File: config.mk
export PLATFORM = sky130hd
export DESIGN_NAME = vmt_front
export DESIGN_NICKNAME = d
export VERILOG_FILES = /design/src/rtl/core/vmt_pkg.sv /design/src/rtl/core/vmt_front.sv
export VERILOG_INCLUDE_DIRS = /design/src /design/src/rtl/core
export SDC_FILE = /design/constraint.sdc
export NUM_CORES = 1
export LEC_CHECK = 0
export ABC_AREA = 1
export BUFFER_PORTS_ARGS = -buffer_cell sky130_fd_sc_hd__buf_2
export CORE_MARGIN = 4
export CORE_UTILIZATION = 52
export CTS_CLUSTER_DIAMETER = 100
export DETAILED_ROUTE_END_ITERATION = 8
export GPL_ROUTABILITY_DRIVEN = 0
export HOLD_SLACK_MARGIN = 0.06
export PLACE_DENSITY = 0.76
export REMOVE_ABC_BUFFERS = 1
export SLEW_MARGIN = 20
export SYNTH_ARGS = -nofsm -noshare
export SYNTH_HDL_FRONTEND = slang
export SYNTH_SLANG_ARGS = --single-unit
File: constraint.sdc
create_clock -name i_clk -period 9.2 [get_ports i_clk]
set_input_delay 0.92 -clock i_clk [delete_from_list [all_inputs] [get_ports i_clk]]
set_output_delay 0.92 -clock i_clk [all_outputs]
set_load 0.02 [all_outputs]
File: src/rtl/core/vector4_matrix_transform_core_macros.svh
// Assertion macros shared by the vector transform core modules.
`ifndef VECTOR4_MATRIX_TRANSFORM_CORE_MACROS_SVH
`define VECTOR4_MATRIX_TRANSFORM_CORE_MACROS_SVH

// Same-cycle implication, checked out of reset.
`define VMT_ASSERT_NOW(label, clk, rst_n, ante, cons, msg) \
    label: assert property (@(posedge clk) disable iff (!(rst_n)) (ante) |-> (cons)) \
        else $error(msg);

// Next-cycle implication, checked out of reset.
`define VMT_ASSERT_NEXT(label, clk, rst_n, ante, cons, msg) \
    label: assert property (@(posedge clk) disable iff (!(rst_n)) (ante) |=> (cons)) \
        else $error(msg);

`endif

File: src/rtl/core/vmt_pkg.sv
// Types and constants shared by the vector transform core modules.
package vmt_pkg;

    localparam int FRAC_BITS   = 16;
    localparam int DATA_W      = 32;
    localparam int VEC_N       = 4;
    localparam int COEF_N      = VEC_N * VEC_N;
    localparam int COEF_IDX_W  = $clog2(COEF_N);
    localparam int PROD_W      = 2 * DATA_W;
    localparam int PAIR_W      = PROD_W + 1;
    localparam int SUM_W       = PROD_W + 2;

    localparam int IN_FIELDS_W = COEF_IDX_W + DATA_W + VEC_N * DATA_W;
    localparam int IN_TDATA_W  = ((IN_FIELDS_W + 7) / 8) * 8;
    localparam int OUT_TDATA_W = VEC_N * DATA_W;

    localparam int QUEUE_DEPTH = 4;
    localparam int QPTR_W      = $clog2(QUEUE_DEPTH);
    localparam int QCNT_W      = $clog2(QUEUE_DEPTH + 1);

    localparam logic [DATA_W-1:0] SAT_MAX = {1'b0, {(DATA_W-1){1'b1}}};
    localparam logic [DATA_W-1:0] SAT_MIN = {1'b1, {(DATA_W-1){1'b0}}};

    typedef enum logic [0:0] {
        OP_LOAD      = 1'b0,
        OP_TRANSFORM = 1'b1
    } t_op;

    typedef struct packed {
        t_op                          op;
        logic [COEF_IDX_W-1:0]        coef_index;
        logic [DATA_W-1:0]            coef_value;
        logic [VEC_N-1:0][DATA_W-1:0] vec;
    } t_entry;

endpackage

File: src/rtl/core/vmt_front.sv
// Front end: takes requests, decodes them into queue entries and buffers them.
`include "vector4_matrix_transform_core_macros.svh"

module vmt_front (
    input  logic                         i_clk,
    input  logic                         i_rst_n,
    input  logic                         i_valid,
    output logic                         o_ready,
    input  logic                         i_user,
    input  logic [vmt_pkg::IN_TDATA_W-1:0] i_data,
    output logic                         o_valid,
    input  logic                         i_ready,
    output vmt_pkg::t_entry              o_entry
);
    import vmt_pkg::*;

    t_entry              r_mem [QUEUE_DEPTH];
    logic [QPTR_W-1:0]   r_wr_ptr, n_wr_ptr;
    logic [QPTR_W-1:0]   r_rd_ptr, n_rd_ptr;
    logic [QCNT_W-1:0]   r_count, n_count;
    t_entry              n_entry;
    logic                w_push, w_pop;

    // Field layout of the request data, lowest bits first.
    always_comb begin
        n_entry.op         = t_op'(i_user);
        n_entry.coef_index = i_data[COEF_IDX_W-1:0];
        n_entry.coef_value = i_data[COEF_IDX_W +: DATA_W];
        for (int i = 0; i < VEC_N; i++) begin
            n_entry.vec[i] = i_data[COEF_IDX_W + DATA_W + i*DATA_W +: DATA_W];
        end
    end

    assign o_ready = (r_count != QCNT_W'(QUEUE_DEPTH));
    assign o_valid = (r_count != '0);
    assign w_push  = i_valid && o_ready;
    assign w_pop   = o_valid && i_ready;
    assign o_entry = r_mem[r_rd_ptr];

    always_comb begin
        n_wr_ptr = r_wr_ptr;
        n_rd_ptr = r_rd_ptr;
        n_count  = r_count;
        if (w_push) begin
            n_wr_ptr = (r_wr_ptr == QPTR_W'(QUEUE_DEPTH - 1)) ? '0 : r_wr_ptr + 1'b1;
        end
        if (w_pop) begin
            n_rd_ptr = (r_rd_ptr == QPTR_W'(QUEUE_DEPTH - 1)) ? '0 : r_rd_ptr + 1'b1;
        end
        case ({w_push, w_pop})
            2'b10:   n_count = r_count + 1'b1;
            2'b01:   n_count = r_count - 1'b1;
            default: n_count = r_count;
        endcase
    end

    always_ff @(posedge i_clk) begin
        if (!i_rst_n) begin
            r_wr_ptr <= '0;
            r_rd_ptr <= '0;
            r_count  <= '0;
        end else begin
            r_wr_ptr <= n_wr_ptr;
            r_rd_ptr <= n_rd_ptr;
            r_count  <= n_count;
        end
    end

    always_ff @(posedge i_clk) begin
        if (w_push) begin
            r_mem[r_wr_ptr] <= n_entry;
        end
    end

    `VMT_ASSERT_NOW(a_count_bound, i_clk, i_rst_n, 1'b1, r_count <= QCNT_W'(QUEUE_DEPTH), "queue count exceeds depth")
    `VMT_ASSERT_NEXT(a_count_up, i_clk, i_rst_n, w_push && !w_pop, r_count == $past(r_count) + 1'b1, "queue count did not grow on push")
    `VMT_ASSERT_NEXT(a_count_down, i_clk, i_rst_n, w_pop && !w_push, r_count == $past(r_count) - 1'b1, "queue count did not shrink on pop")

endmodule

---- Word level (Yosys, flattened, before mapping) ----
Memory sizes are Yosys's and may differ from the RTL's. A register that Yosys moved wholly into a read port is not among the register bits.
Cells that the tools add are included.
operators by class
  add/subtract/negate cells ............... 4
  eq/ne operators ......................... 5
  mux-type cells .......................... 7
  reduce and logical (&&, ||, !) cells .... 4
operators with widths
  cell                 count
  $mux 2               4
  $eq 2x2->1 const B   3
  $pmux 3 s2           1
  $add 2x1->2 const B  2
  $add 3x1->3 const B  1
  $ne 3x3->1 const B   1
  $reduce_bool 3->1    1
  $sub 3x1->3 const B  1
  $eq 2x1->1 const B   1
  $logic_and 1x1->1    2
  $mux 1               2
  $reduce_bool 2->1    1
word-level totals
  register bits after elaboration ......... 7
  memory bits (writable) .................. 660
  input port bits ......................... 173
  output and inout port bits .............. 167
  logic and storage cells ................. 24
  memories kept ........................... 1
memories
  name   depth  width  rd ports  clocked after memory_dff  write ports  line             source
  r_mem  4      165    1         1                         1            vmt_front.sv:17  t_entry r_mem [QUEUE_DEPTH];

---- Depth between registers and ports, before layout ----
Gate-level depths: netlist of the first run.
  depth after elaboration ................. 4
  mapped depth ............................ 13
  depth with buffers taken out ............ 13

---- Least setup slack after synthesis of the first run ----
OpenSTA, ideal clock, no wires.
  path kind ............................... input to register
  start ................................... in i_valid
  end ..................................... mem r_mem[0][0] in the netlist's numbering (enable)
  library setup time ...................... 693 ps
  arrival ................................. 7960 ps
  required time ........................... 8507 ps
  setup slack ............................. 547 ps
  cell stages on the path ................. 2
  path buffers ............................ 0
  cells stage by stage .................... nand2_1 -> nor2_1
between the ends
  cells in the longest elaborated chain, start to end .. 3
ends and longest elaborated chain
  what                          line             source
  start, declared               vmt_front.sv:7   input logic i_valid,
  $logic_and 1x1->1             vmt_front.sv:36  assign w_push = i_valid && o_ready;
  $mux 1                        vmt_front.sv:70  if (w_push) begin
  $mux 1 (implied by the code)  vmt_front.sv:71  r_mem[r_wr_ptr] <= n_entry;
  end, declared                 vmt_front.sv:17
No other way between the ends.

==> impl_metrics.json, run 1 <==
{
  "status": "finished, final reports clean",
  "clkTransAtPathRegs_ns": 0.06,
  "pwr-share-seq_pct": 42.7,
  "yosysSeqAreaShare_pct": 80.1,
  "syn_inst": 1665,
  "hold_depth": 4,
  "hp-start": "r_rd_ptr[0]",
  "fin_crit_ns": 4.55,
  "slowest_delay_ns": 0.85,
  "io_buffers": 335,
  "setup_viol": 0,
  "wl_met1_um": 21700,
  "worst_pin_slew_ns": 1.09,
  "die_h_um": 227,
  "numCtsBuffers": 66,
  "cts_tree": "yes",
  "grt_pass1_wl_um": 81900,
  "ff2ff_path_depth": 6,
  "worst_ep_required_time_ns": 8.28,
  "combPwrFrac_pct": 28.0,
  "cts_setup_buffers": 0,
  "cp_data_arrival_time_ns": 3.63,
  "grt_usage_pct": 20.5,
  "drv_slew": 0,
  "hp-class": "register to register",
  "holdWs_ns": 0.547,
  "end_kind": "primary output",
  "swShare_pct": 33.4,
  "max_freq_mhz": 220,
  "maxUsedRoutingLayer": "met5",
  "slowest_stage": "buf_4",
  "slew_headroom_pct": 27.0,
  "final_util_pct": 61.0,
  "wl_per_cell_um": 20.7,
  "drtIter0Drc": 1178,
  "skew_ns": 0.0214,
  "fin_setup_tns_ns": 0,
  "die-area_sq_mm": 0.0516,
  "finalHoldViolCount": 0,
  "htreeDepth": 3,
  "syn_area_sq_mm": 0.0250,
  "r2r_end": "r_mem[2][54]",
  "reg2reg_setup_slack_ns": 6.19,
  "fill_cells": 3452,
  "first_global_vias": 14900,
  "detail_route.drc_violations": 0,
  "core-area_sq_mm": 0.0475,
  "p_leak_nw": 10.1,
  "avgViaCountPerCell": 5.67,
  "ys_ff_latch": 669,
  "syn_avg_cell_area_sq_um": 15.0,
  "p_int_w": 0.00588,
  "dpl.hpwl_um": 29600,
  "crit_path_start_kind": "register",
  "p_sw_w": 0.00295,
  "clock_latency_ns": 0.58,
  "path_class": "register to primary output",
  "power_frac_clock_pct": 29.3,
  "die_w_um": 227,
  "dr_wl_met2_um": 27400,
  "r2r-start": "r_count[1]",
  "fp-row-count": 80,
  "syn2layout_area_growth_pct": 16.1,
  "start_util_pct": 52.5,
  "io_pins": 340,
  "fin_crit_sh_pct": 49.4,
  "ys_types": 20,
  "vdd_drop_max_v": 0.000210,
  "max-cap-violations": 0,
  "nets": 2159,
  "hold_buffers": 0,
  "yosysWarnings": 0,
  "cts_sinks": 669,
  "worstPathCellList": "inv_4 -> buf_4 -> o21ai_1 -> o22ai_1 -> buf_2",
  "critical_path_peak_fanout": 85,
  "drive_above_1_share_pct": 22.0,
  "first_pass_iters": 5,
  "routed_wirelength_um": 54800,
  "vias": 15000,
  "dr_wl_met3_um": 3950,
  "grt_max_degree": 172,
  "rsz0062_at_grt": "no",
  "grt-ovfl-total": 0,
  "cts_buffer_depth": 3,
  "cts.repair.resized": 0,
  "ant_nets": 0,
  "root_buffer": "clkbuf_16",
  "antenna_found_initial": 16,
  "pwr_density_cell_mw_per_mm2": 305
}
-- Yosys cell counts (all sizes together) --
master | n | area, sq um
edfxtp | 660 | 19800
nor2 | 345 | 1290
o21ai | 332 | 1660
o22ai | 165 | 1030
clkbuf | 57 | 214
buf | 52 | 499
inv | 17 | 71.3
nand2 | 15 | 56.3
dfxtp | 9 | 180
ha | 6 | 75.1
a21oi | 3 | 15.0
fa | 1 | 20.0
nand3 | 1 | 5.00
nand3b | 1 | 7.51
nand4 | 1 | 6.26
-- layout make-up --
type                            count  area [sq um]  area share, %
Antenna cell                       10          25.0         0.0863
Clock buffer                       83          1780           6.14
Clock inverter                     30           295           1.02
Inverter                           17          73.8          0.255
Multi-Input combinational cell    870          4200           14.5
Sequential cell                   669         20000           69.0
Tap cell                          615           769           2.66
Timing Repair Buffer              355          1830           6.30
-- cells in the final DEF (no fill, tap or decap), drive strengths merged --
cell	count
nand2	15
nand4	1
edfxtp	660
diode	10
nand3	1
clkbuf	83
ha	6
dfxtp	9
a21oi	3
nand3b	1
inv	19
o21ai	332
buf	355
nor2	345
bufinv	6
o22ai	165
fa	1
clkinv	22
-- power groups by stage --
stage,registers (W),clock network (W),logic (W)
after floorplan,0.00395,0,0.00149
after global placement,0.00382,0,0.00243
after detailed placement,0.00383,0,0.00249
after CTS,0.00377,0.00264,0.00250
after global routing,0.00379,0.00278,0.00269
final,0.00377,0.00259,0.00247
-- how the worst max path moves through the flow --
stage,startpoint,end
3_5_place_dp,register,o_entry[78]
6_report,register,o_entry[119]
3_3_place_gp,register,o_entry[131]
2_1_floorplan,register,o_entry[0]
5_1_grt,register,o_entry[119]
4_1_cts,register,o_entry[78]
-- metal layers --
metal / GRT usage, % / vias to the layer above
li1: - / 6951
met1: 25.6 / 7489
met2: 34.5 / 446
met3: 5.74 / 112
met4: 7.73 / 12
met5: 0 / -
-- per-stage QoR --
step           setup WS, ns  instances  cell area, sq um  total power, W
6_report               4.65       2649             29000         0.00883
2_1_floorplan         0.444       1556             24200         0.00544
4_1_cts                4.65       2639             29000         0.00891
5_1_grt                4.47       2646             29000         0.00926
3_5_place_dp           5.28       2526             26900         0.00632
3_3_place_gp           5.31       2526             26900         0.00625
-- registers in the layout (all words and copies together), names as in the netlist, named ones only --
register  flops
r_wr_ptr      2
r_count       3
r_rd_ptr      2
r_mem       660
-- logic make-up (layout without fill, tap and decap cells) --
| family | after synthesis | after routing | share of synthesized area, % |
|---|---|---|---|
| adders and majority gates | 7 | 7 | 0.381 |
| and+or+nand+nor | 363 | 363 | 5.49 |
| buffers and inverters | 126 | 485 | 3.14 |
| AOI/OAI and AO/OA | 500 | 500 | 10.9 |
| other | 0 | 10 | 0 |
| DFF | 669 | 669 | 80.1 |
-- worst max-delay path: cells and delay by family (launching register included) --
family | cells | cell delay (ns)
AOI/OAI and AO/OA | 2 | 0.50
buffers and inverters | 3 | 1.86
DFF | 1 | 0.52
Note: power is estimated with default switching activity, not from simulation.
==> run 2, diff against run 1 <==
--- a/config.mk
+++ b/config.mk
@@ -9,12 +9,12 @@
 export ABC_AREA = 1
 export BUFFER_PORTS_ARGS = -buffer_cell sky130_fd_sc_hd__buf_2
 export CORE_MARGIN = 4
-export CORE_UTILIZATION = 52
+export CORE_UTILIZATION = 57
 export CTS_CLUSTER_DIAMETER = 100
 export DETAILED_ROUTE_END_ITERATION = 8
 export GPL_ROUTABILITY_DRIVEN = 0
 export HOLD_SLACK_MARGIN = 0.06
-export PLACE_DENSITY = 0.76
+export PLACE_DENSITY = 0.79
 export REMOVE_ABC_BUFFERS = 1
 export SLEW_MARGIN = 20
 export SYNTH_ARGS = -nofsm -noshare
==> constraint.sdc (replaced) <==
create_clock -name i_clk -period 4.5 [get_ports i_clk]
set_input_delay 0.45 -clock i_clk [delete_from_list [all_inputs] [get_ports i_clk]]
set_output_delay 0.45 -clock i_clk [all_outputs]
set_load 0.02 [all_outputs]
==> impl_metrics.json, run 2 (synthesized netlist as in run 1, its figures left out) <==
{
  "finalHoldViolCount": 0,
  "wl_per_cell_um": 21.1,
  "avgViaCountPerCell": 5.83,
  "nets": 2319,
  "max-cap-violations": 0,
  "hp-class": "input pin to register",
  "pwr_density_cell_mw_per_mm2": 596,
  "die_w_um": 217,
  "dp.cells": 2498,
  "rsz0062_at_grt": "no",
  "ff2ff_path_depth": 5,
  "max_freq_mhz": 292,
  "final_common_cell": "edfxtp_1",
  "reg.largest.list": "r_mem (660), r_count (3)",
  "grt-ovfl-total": 0,
  "worst_ep_required_time_ns": 4.05,
  "postPlaceCellArea_sq_mm": 0.0270,
  "drtIter0Drc": 1529,
  "swShare_pct": 33.7,
  "pwr-share-seq_pct": 42.0,
  "layout_common_cells": "660 x edfxtp_1, 341 x nor2_1, 335 x buf_2, 265 x o21ai_0, 165 x o22ai_1",
  "vias": 16200,
  "r2r_end": "r_mem[1][136]",
  "grt_usage_pct": 24.2,
  "p_leak_nw": 10.8,
  "path_class": "register to primary output",
  "grt_max_degree": 167,
  "hp-start": "i_data[132]",
  "power_frac_clock_pct": 28.8,
  "status": "finished, final reports clean",
  "grt_pass1_wl_um": 89700,
  "first_pass_iters": 5,
  "worst_pin_slew_ns": 1.18,
  "first_global_vias": 16500,
  "dpl.hpwl_um": 29600,
  "setup_slack_ns": 1.08,
  "cts_buffer_depth": 3,
  "numCtsBuffers": 61,
  "place_ws_ns": 1.74,
  "slew_headroom_pct": 21.2,
  "cts_tree": "yes",
  "start_util_pct": 57.8,
  "fp-row-count": 76,
  "regMostFlops": "r_mem",
  "core-area_sq_mm": 0.0432,
  "fin_crit_sh_pct": 76.0,
  "hold_buffers": 163,
  "ant_nets": 0,
  "clock_latency_ns": 0.61,
  "fill_cells": 2583,
  "clkTransAtPathRegs_ns": 0.06,
  "crit_path_start_kind": "register",
  "fin_crit_ns": 3.42,
  "cp_data_arrival_time_ns": 2.97,
  "cts.repair.resized": 0,
  "io_pins": 340,
  "die-area_sq_mm": 0.0472,
  "holdWs_ns": 0.0886,
  "vdd_drop_max_v": 0.000527,
  "p_sw_w": 0.00617,
  "setup_viol": 0,
  "root_buffer": "clkbuf_16",
  "drive_above_1_share_pct": 20.8,
  "critical_path_peak_fanout": 138,
  "routed_wirelength_um": 58500,
  "reg2reg_setup_slack_ns": 1.95,
  "p_int_w": 0.0121,
  "detail_route.drc_violations": 0,
  "largest_register_ffs": 660,
  "hold_end": "r_mem[0][96]",
  "cts_sinks": 669,
  "end_kind": "primary output",
  "r2r-start": "r_count[1]",
  "skew_ns": 0.0147,
  "io_buffers": 335,
  "drv_slew": 0,
  "htreeDepth": 2,
  "die_h_um": 217,
  "antenna_found_initial": 7,
  "fin_area_sq_mm": 0.0307,
  "cts_setup_buffers": 0,
  "syn2layout_area_growth_pct": 22.9,
  "hold_depth": 1,
  "final_util_pct": 71.1,
  "stdcell_count": 2773,
  "combPwrFrac_pct": 29.2
}
run 2: cell count changes in the layout (fill, tap and decap cells not counted), sizes merged:
| cell | change |
|---|---|
| dlygate4sd3 | +163 |
| clkbuf | -15 |
| bufinv | +5 |
| diode | -5 |
| clkinvlp | +4 |
| buf | +2 |
| clkinv | +2 |
| inv | -2 |
run 2: cell type report:
class,instances,area [sq um],share of cell area [%]
Sequential cell,669,20000,65.2
Multi-Input combinational cell,870,4200,13.7
Timing Repair Buffer,520,3620,11.8
Clock buffer,68,1550,5.06
Tap cell,585,732,2.39
Clock inverter,39,480,1.57
Inverter,17,73.8,0.241
Antenna cell,5,12.5,0.0408
run 2: worst max path at each step:
stage	from	endpoint	cells after the start
after floorplan	r_count[1]	r_mem[0][0]	4
after global placement	i_valid	r_mem[2][140]	4
after detailed placement	register	o_entry[15]	5
after CTS	register	o_entry[15]	5
after global routing	register	o_entry[163]	5
final	register	o_entry[15]	5
run 2: through the flow:
stage                TNS, ns  total power (W)
floorplan           -3153.76           0.0111
global placement           0           0.0128
detailed placement         0           0.0130
CTS                        0           0.0183
global route               0           0.0191
finish                     0           0.0183
run 2: critical path, cell delays in order, from the launching register on:
cell and delay (ns):
dfxtp_4 0.57, inv_8 0.62, buf_12 0.43, nor2_1 0.09
o22ai_1 0.24, buf_2 0.21
run 2: metal layers:
metal  global-route usage, %  wire length [um]  vias to the layer above
li1                        -                 -                     7249
met1                    29.8             21700                     7967
met2                    42.2             29900                      807
met3                    6.14              5300                      130
met4                    8.20              1640                        4
met5                       0                26                        -
run 2: power groups by stage:
stage	Sequential, W	Combinational [W]	Clock, W
after global routing	0.00772	0.00574	0.00562
after global placement	0.00776	0.00503	0
after detailed placement	0.00780	0.00516	0
final	0.00768	0.00534	0.00526
after floorplan	0.00808	0.00305	0
after CTS	0.00767	0.00531	0.00530
